**config.mk**
```make
export PLATFORM = sky130hd
export DESIGN_NAME = ipv4_prefix_acl_first_match_top
export DESIGN_NICKNAME = d
export VERILOG_FILES = /design/src/acl_pkg.sv /design/src/acl_ctrl.sv /design/src/acl_dp.sv /design/src/ipv4_prefix_acl_first_match_top.sv
export SDC_FILE = /design/constraint.sdc
export NUM_CORES = 2
export LEC_CHECK = 0
export CAP_MARGIN = 20
export CORE_UTILIZATION = 45
export DETAILED_ROUTE_END_ITERATION = 12
export DONT_BUFFER_PORTS = 1
export GPL_ROUTABILITY_DRIVEN = 0
export SETUP_SLACK_MARGIN = 0.2
export SYNTH_ARGS = -nofsm -noshare
export SYNTH_HDL_FRONTEND = slang
export SYNTH_HIERARCHICAL = 1
export SYNTH_SLANG_ARGS = --single-unit
export TNS_END_PERCENT = 30
```
**constraint.sdc**
```tcl
create_clock -name clk_i -period 5.7 [get_ports clk_i]
set_input_delay 0.57 -clock clk_i [delete_from_list [all_inputs] [get_ports clk_i]]
set_output_delay 0.57 -clock clk_i [all_outputs]
set_load 0.02 [all_outputs]
```
**src/acl_pkg.sv**
```systemverilog
// Shared types, constants and helpers for the IPv4 first-match ACL.
// No dependencies; imported by every module of the block.
package acl_pkg;

  localparam int unsigned ADDR_W        = 32;
  localparam int unsigned PLEN_W        = 6;
  localparam int unsigned MAX_RULES_DEF = 64;

  localparam logic [PLEN_W-1:0] PLEN_MAX = PLEN_W'(ADDR_W);

  // input mode codes
  localparam logic MODE_LOAD  = 1'b0;
  localparam logic MODE_QUERY = 1'b1;

  // one stored rule
  typedef struct packed {
    logic              deny;
    logic [ADDR_W-1:0] net;
    logic [PLEN_W-1:0] plen;
  } acl_rule_t;

  // controller -> datapath
  typedef struct packed {
    logic load_we;    // append the rule on the input ports
    logic query_cap;  // capture query address, clear pointer, read entry 0
    logic scan_next;  // advance pointer, read next entry
    logic res_ld;     // load verdict into output register
  } acl_cmd_t;

  // datapath -> controller
  typedef struct packed {
    logic hit;        // entry under pointer is valid and matches
    logic last;       // no entry after the one under pointer
    logic slot_free;  // output register can take a verdict this cycle
  } acl_sts_t;

  function automatic logic [PLEN_W-1:0] sat_plen(input logic [PLEN_W-1:0] plen);
    sat_plen = (plen > PLEN_MAX) ? PLEN_MAX : plen;
  endfunction

  // plen must already be saturated; zero gives an empty mask
  function automatic logic [ADDR_W-1:0] prefix_mask(input logic [PLEN_W-1:0] plen);
    logic [ADDR_W-1:0] ones;
    ones        = '1;
    prefix_mask = (plen == '0) ? '0 : (ones << (PLEN_MAX - plen));
  endfunction

endpackage

```
**src/acl_ctrl.sv**
```systemverilog
// Controller FSM of the IPv4 first-match ACL: input handshake and scan sequencing.
// Depends on acl_pkg.
module acl_ctrl
  import acl_pkg::*;
(
  input  logic     clk_i,
  input  logic     rst_ni,
  input  logic     in_valid_i,
  output logic     in_ready_o,
  input  logic     mode_i,
  input  acl_sts_t sts_i,
  output acl_cmd_t cmd_o
);

  typedef enum logic [1:0] {
    ST_IDLE = 2'b01,
    ST_SCAN = 2'b10
  } state_e;

  state_e state_q, state_d;

  always_comb begin
    state_d    = state_q;
    in_ready_o = 1'b0;
    cmd_o      = '0;
    unique case (state_q)
      ST_IDLE: begin
        // ready is high throughout idle, so valid alone marks an accepted request
        in_ready_o = 1'b1;
        if (in_valid_i) begin
          if (mode_i == MODE_QUERY) begin
            cmd_o.query_cap = 1'b1;
            state_d         = ST_SCAN;
          end else begin
            cmd_o.load_we = 1'b1;
          end
        end
      end
      ST_SCAN: begin
        if (sts_i.hit || sts_i.last) begin
          // verdict known; hold here until the output register frees up
          if (sts_i.slot_free) begin
            cmd_o.res_ld = 1'b1;
            state_d      = ST_IDLE;
          end
        end else begin
          cmd_o.scan_next = 1'b1;
        end
      end
      default: state_d = ST_IDLE;
    endcase
  end

  always_ff @(posedge clk_i or negedge rst_ni) begin
    if (!rst_ni) begin
      state_q <= ST_IDLE;
    end else begin
      state_q <= state_d;
    end
  end

endmodule

```
**src/acl_dp.sv**
```systemverilog
// Datapath of the IPv4 first-match ACL: rule memory, rule count, scan pointer,
// match compare and output register. Depends on acl_pkg.
module acl_dp
  import acl_pkg::*;
#(
  parameter int unsigned MAX_RULES = MAX_RULES_DEF
) (
  input  logic              clk_i,
  input  logic              rst_ni,
  input  acl_cmd_t          cmd_i,
  output acl_sts_t          sts_o,
  input  logic              rule_deny_i,
  input  logic [ADDR_W-1:0] rule_address_i,
  input  logic [PLEN_W-1:0] rule_prefix_len_i,
  input  logic [ADDR_W-1:0] query_address_i,
  output logic              out_valid_o,
  input  logic              out_ready_i,
  output logic              allowed_o,
  output logic              matched_any_o
);

  localparam int unsigned CNT_W = $clog2(MAX_RULES + 1);
  localparam int unsigned IDX_W = (MAX_RULES > 1) ? $clog2(MAX_RULES) : 1;

  acl_rule_t mem [MAX_RULES];

  logic [CNT_W-1:0]  count_q, count_d;
  logic [CNT_W-1:0]  ptr_q, ptr_d;
  logic [CNT_W-1:0]  ptr_nxt;
  logic [ADDR_W-1:0] query_q;
  acl_rule_t         rd_q;
  acl_rule_t         wr_rule;
  logic [PLEN_W-1:0] wr_plen;
  logic              rd_en;
  logic [IDX_W-1:0]  rd_addr;
  logic              wr_en;
  logic              entry_ok;
  logic              match;
  logic              out_valid_q, out_valid_d;
  logic              allowed_q, matched_q;

  // ---- rule append ----
  assign wr_plen      = sat_plen(rule_prefix_len_i);
  assign wr_rule.deny = rule_deny_i;
  assign wr_rule.plen = wr_plen;
  assign wr_rule.net  = rule_address_i & prefix_mask(wr_plen);
  assign wr_en        = cmd_i.load_we && (count_q < CNT_W'(MAX_RULES));
  assign count_d      = wr_en ? count_q + CNT_W'(1) : count_q;

  always_ff @(posedge clk_i) begin
    if (wr_en) begin
      mem[count_q[IDX_W-1:0]] <= wr_rule;
    end
  end

  // ---- scan pointer and registered read ----
  assign ptr_nxt = ptr_q + CNT_W'(1);
  assign rd_en   = cmd_i.query_cap | cmd_i.scan_next;
  assign ptr_d   = cmd_i.query_cap ? '0 : (cmd_i.scan_next ? ptr_nxt : ptr_q);
  assign rd_addr = ptr_d[IDX_W-1:0];

  always_ff @(posedge clk_i) begin
    if (rd_en) begin
      rd_q <= mem[rd_addr];
    end
    if (cmd_i.query_cap) begin
      query_q <= query_address_i;
    end
  end

  // ---- compare ----
  assign entry_ok = ptr_q < count_q;
  assign match    = (query_q & prefix_mask(rd_q.plen)) == rd_q.net;

  assign sts_o.hit       = entry_ok & match;
  assign sts_o.last      = ptr_nxt >= count_q;
  assign sts_o.slot_free = ~out_valid_q | out_ready_i;

  // ---- output register ----
  always_comb begin
    out_valid_d = out_valid_q;
    if (out_ready_i) begin
      out_valid_d = 1'b0;
    end
    if (cmd_i.res_ld) begin
      out_valid_d = 1'b1;
    end
  end

  always_ff @(posedge clk_i) begin
    if (cmd_i.res_ld) begin
      matched_q <= sts_o.hit;
      allowed_q <= sts_o.hit ? ~rd_q.deny : 1'b1;
    end
  end

  always_ff @(posedge clk_i or negedge rst_ni) begin
    if (!rst_ni) begin
      count_q     <= '0;
      ptr_q       <= '0;
      out_valid_q <= 1'b0;
    end else begin
      count_q     <= count_d;
      ptr_q       <= ptr_d;
      out_valid_q <= out_valid_d;
    end
  end

  assign out_valid_o   = out_valid_q;
  assign allowed_o     = allowed_q;
  assign matched_any_o = matched_q;

endmodule

```
**src/ipv4_prefix_acl_first_match_top.sv**
```systemverilog
// IPv4 first-match access control list, top level.
// Instantiates acl_ctrl and acl_dp; depends on acl_pkg.
//
// Usage: a request with mode 0 appends a rule (allow/deny action, address,
// prefix length; lengths above 32 act as 32, host bits are cleared on store)
// to an ordered table of MAX_RULES entries; once full, further rule requests
// are dropped. A request with mode 1 classifies query_address: the earliest
// rule whose prefix matches decides allowed, and matched_any is set; with no
// match the verdict is allow with matched_any clear. Rule requests produce no
// result, queries exactly one. A rule is written as its request is taken.
// A query is accepted, then the rules are compared in table order up to
// and including the first match, or up to the last rule; an empty table
// yields the no-match verdict. The rule memory has a single read port,
// so the scan compares one rule per cycle; the next request is taken the
// cycle after the scan ends. The verdict sits in an output register, so
// a new request is accepted while a verdict waits; a scan that finishes
// while the register is still full holds until the consumer takes it.
// No clearing pass is needed after reset.
module ipv4_prefix_acl_first_match_top
  import acl_pkg::*;
#(
  parameter int unsigned MAX_RULES = MAX_RULES_DEF
) (
  input  logic              clk_i,
  input  logic              rst_ni,
  // request channel
  input  logic              in_valid_i,
  output logic              in_ready_o,
  input  logic              mode_i,
  input  logic              rule_deny_i,
  input  logic [ADDR_W-1:0] rule_address_i,
  input  logic [PLEN_W-1:0] rule_prefix_len_i,
  input  logic [ADDR_W-1:0] query_address_i,
  // verdict channel
  output logic              out_valid_o,
  input  logic              out_ready_i,
  output logic              allowed_o,
  output logic              matched_any_o
);

  acl_cmd_t cmd;
  acl_sts_t sts;

  // sequencing: idle/scan FSM
  acl_ctrl u_ctrl (
    .clk_i      (clk_i),
    .rst_ni     (rst_ni),
    .in_valid_i (in_valid_i),
    .in_ready_o (in_ready_o),
    .mode_i     (mode_i),
    .sts_i      (sts),
    .cmd_o      (cmd)
  );

  // rule memory, scan pointer, compare, verdict register
  acl_dp #(
    .MAX_RULES (MAX_RULES)
  ) u_dp (
    .clk_i             (clk_i),
    .rst_ni            (rst_ni),
    .cmd_i             (cmd),
    .sts_o             (sts),
    .rule_deny_i       (rule_deny_i),
    .rule_address_i    (rule_address_i),
    .rule_prefix_len_i (rule_prefix_len_i),
    .query_address_i   (query_address_i),
    .out_valid_o       (out_valid_o),
    .out_ready_i       (out_ready_i),
    .allowed_o         (allowed_o),
    .matched_any_o     (matched_any_o)
  );

endmodule
```
==> results.txt <==
- Aggregate negative setup slack: 0 ns
* Number of failing hold endpoints at the final stage: 0
- From synthesis to final layout, the design area changed by 19.0%.
- On the worst path, the slowest cell contributes a delay of 0.57 ns.
* Clock-pin slew of the registers on the worst-case setup and hold paths: 0.06 ns
- Number of port buffers: 0
* Remaining DRCs: 0
* Post-synthesis average cell area: 14.1 um2
- Timing would allow up to 0.179 GHz.
- In the synthesized netlist, mux cells make up 5.13% of the area.
- Setup slack on the worst reg-to-reg path comes out at 0.11 ns.
- Number of buffer and inverter instances along the worst setup path: 6
- VDD sags by at most 0.316 mV.
* Data arrival time of the critical path: 6.25 ns
- Dominant register cell in the synthesized netlist: edfxtp_1
* Asr flop ratio synth: 0.657%
- Mean routed wirelength per cell: 29.1 um
* Post-detailed-placement half-perimeter wirelength: 183,000 um
* Synthesized-area fraction occupied by xor and xnor cells: 0.260%
- Wires add up to 322,000 um.
- After synthesis, the largest family of logic cells by area is simple AND/OR/NAND/NOR gates.
- Endpoints failing setup: 0
* Clock network latency to the later pin of the worst-skew pair: 0.94 ns
- Final clock period utilization by the worst path: 98.0%
- Cell Pwr Density: 367 nW/um2
- Run status: finished clean
- For the worst setup path, the data required time is 6.36 ns.
- In this run, synthesis produced a sequential element count of 2,586.
- The number of cells on the worst reg-to-reg path is 22.
* H-tree levels: 5
- Of the total synthesized cell area, the portion taken by AND, OR, NAND and NOR gates is 13.6%.
- Post-DRT Antenna Nets: 0
* Number of fill cells: 18,400
- Length of the first detailed-routing pass in iterations: 8
* Category of the critical setup timing path: reg -> reg
- Leading cell type in the layout, fill and taps excluded: edfxtp_1
* Worst reg2reg endpoint: u_dp/rd_q[35]$_DFFE_PP_
- The share of the Yosys chip area taken by registers is 74.7%.
- DRT iter0 DRCs: 8,570
- Max-capacitance violation count: 0
* Final Power: 45.3 mW
* Relative max-transition margin: 18.0%
- Core area: 230,000 um2
- DR vias: 66,900
- GRT Overall Usage: 26.9%
- Most frequent CP cell: buf_12
* Post-Syn Nets: 7,445
- TritonCTS clock tree: yes
- Largest cells by area after synthesis: edfxtp_1 74%, nand2_1 6.9%, nand3_1 4.8%
* First-pass GRT wire length: 450,000 um
- Buffers inserted during clock tree synthesis total 284.
- Setup repair after global routing could not meet its margin everywhere.
- Floorplan die width: 482 um
* Complex-gate fraction of the synthesized area: 4.01%
- Counting flops with a built-in enable in the synthesized netlist gives 2,569.
- Adder and majority cell fraction of the synthesized area: 0.289%
- Clock tree root driver cell: clkbuf_16
- Summed over all layers, the global routing overflow is 0.
- Clock tree synthesis found a total of 2,586 sinks.
* Synth Instances: 7,345
* Worst hold path class: in -> async
- Entering global routing, the biggest net connects 91 pins.
- Summed over all instances, the cell type with the most area after synthesis is edfxtp_1.
- Slew at the pin closest to its max-slew limit: 1.23 ns
- STA classifies the critical path startpoint as a flip-flop.
* Worst clock skew: 0.0605 ns
- Pin placement for this block handled 80 I/O pins.
- Reg2reg start: u_dp/rd_q[3]$_DFFE_PP_
* Final Max Slew Viols: 0
- The slowest stage of the critical path belongs to the cell or4_4.
* Starting density of the core: 45.2%
- The cell family contributing the most delay on the critical path is simple AND/OR/NAND/NOR gates.
* Fraction of final layout cells with drive strength greater than 1: 16.6%
- Final Critical Period: 5.59 ns
- Via count of the first global-routing pass: 63,500
* Count of warnings emitted by yosys: 6
- Mean number of vias per cell: 6.04
- Proportion of netlist area held by the largest area contributor: 74.3%
- In the layout the commonest cells are 2,569 x edfxtp_1, 1,908 x nand2_1, 995 x nand3_1, 481 x buf_4, 345 x mux2i_1.
- Crit path capture type: flip-flop
- Of all nets on the critical path, the largest fanout is 7.
- The floorplan step set the die height to 482 um.
- No sink is reached through more buffers than the 4 on the longest clock path.
* Summed instance area of the synthesized netlist: 104,000 um2
* Distinct cell type count after synthesis: 87
- The analysis attributes to cell leakage a power of 40.7 nW.
* Number of antenna violations at the first check in global routing: 19
* Total number of placement rows: 176
- Worst path cell trace: buf_12 -> buf_12 -> or3_4 -> and2_1 -> nor3_1 -> o31ai_2 -> mux2i_1 -> nand2_1 -> or4_4 -> nor3_4 -> nor3_4 -> mux2i_1 -> or2_4 -> buf_12 -> inv_8 -> clkbuf_16 -> buf_6 -> mux2i_2 -> mux4_2 -> mux2i_4 -> a32o_2 -> a221o_1
- The final layout contains 7,957 nets.
* Die Outline Area: 233,000 um2
## stage by stage
stage / cell area, um2 / cells / hold slack (ns) / util [%] / worst slack (ns)
after floorplan: 104000 / 7345 / 0.274 / - / 0.272
after CTS: 122000 / 11000 / 0.00607 / 53.0 / 0.184
final: 124000 / 11100 / 0.0334 / 53.8 / 0.114
after global routing: 124000 / 11100 / 0.00367 / 53.8 / 0.0524
after global placement: 112000 / 10500 / 0.276 / 48.8 / -0.548
after detailed placement: 112000 / 10500 / 0.276 / 48.8 / -0.477
## layout make-up
class                           instances  area, um2  area share, %
Sequential cell                      2586      77600           62.8
Multi-Input combinational cell       4241      25500           20.6
Timing Repair Buffer                  708       7970           6.45
Clock buffer                          352       7510           6.08
Tap cell                             3026       3790           3.06
Clock inverter                        116       1040          0.842
Inverter                               34        174          0.141
Timing Repair inverter                  2       31.3         0.0253
Antenna cell                            6       15.0         0.0122
## report_power, final
part	total, mW	internal [mW]	switching [mW]
sequential	21.2	21.1	0.108
combinational	6.71	2.63	4.08
clock	17.4	10.1	7.24
total	45.3	33.9	11.4
## synthesized netlist by cell type, types with 26 or more instances
library cell / n
o21ai_0: 26
a32o_1: 41
nor2_1: 98
inv_1: 30
and3_1: 132
a31oi_1: 84
buf_1: 41
a311o_1: 39
buf_2: 116
nand2_1: 1911
clkbuf_1: 323
mux4_2: 78
mux2i_1: 356
a311oi_1: 196
a221o_1: 40
nand3_1: 996
edfxtp_1: 2569
## registers in the layout, indices dropped and copies added (netlist names)
signal / cells
u_dp/query_q: 32
u_dp/count_q: 7
u_dp/mem: 2496
u_dp/ptr_q: 7
u_ctrl/state_q: 2
u_dp/allowed_o: 1
u_dp/rd_q: 39
u_dp/out_valid_o: 1
u_dp/matched_any_o: 1
## layer usage
metal	vias up	global-route usage [%]	wire length [um]	share of wire, %
met5	-	0	36	0.011
met4	6	11.9	16000	5.0
met3	676	4.65	31300	9.7
met2	3583	42.2	149000	46
met1	34000	36.9	126000	39
li1	28600	-	-	-
## worst max-delay path by stage
stage	slack [ns]	depth (start not counted)	to	start
after floorplan	0.27	6	u_dp/mem[0][20]$_DFFE_PP_	rule_prefix_len_i[5]
after global placement	-0.55	23	u_dp/rd_q[14]$_DFFE_PP_	u_dp/rd_q[1]$_DFFE_PP_
after detailed placement	-0.48	23	u_dp/rd_q[14]$_DFFE_PP_	u_dp/rd_q[0]$_DFFE_PP_
after CTS	0.18	25	u_dp/rd_q[33]$_DFFE_PP_	u_dp/rd_q[0]$_DFFE_PP_
after global routing	0.05	25	u_dp/rd_q[26]$_DFFE_PP_	u_dp/rd_q[3]$_DFFE_PP_
final	0.11	22	u_dp/rd_q[35]$_DFFE_PP_	u_dp/rd_q[3]$_DFFE_PP_
## kinds of logic after synthesis
group,Yosys count
mux,435
fa+ha+maj,24
xor+xnor,30
simple gates,3249
compound gates,503
buf+inv,518
flops,2586
## timing repair
item | in CTS | in global routing
setup buffers | 8 | 44
resized for setup | 80 | 135
endpoints found under the setup margin | 39 | 39
hold buffers | 39 | 0
pin swaps | 11 | 67
gates cloned | 6 | 29
endpoints found under the hold margin | 192 | 0
Note: power is estimated with default switching activity, not from simulation.
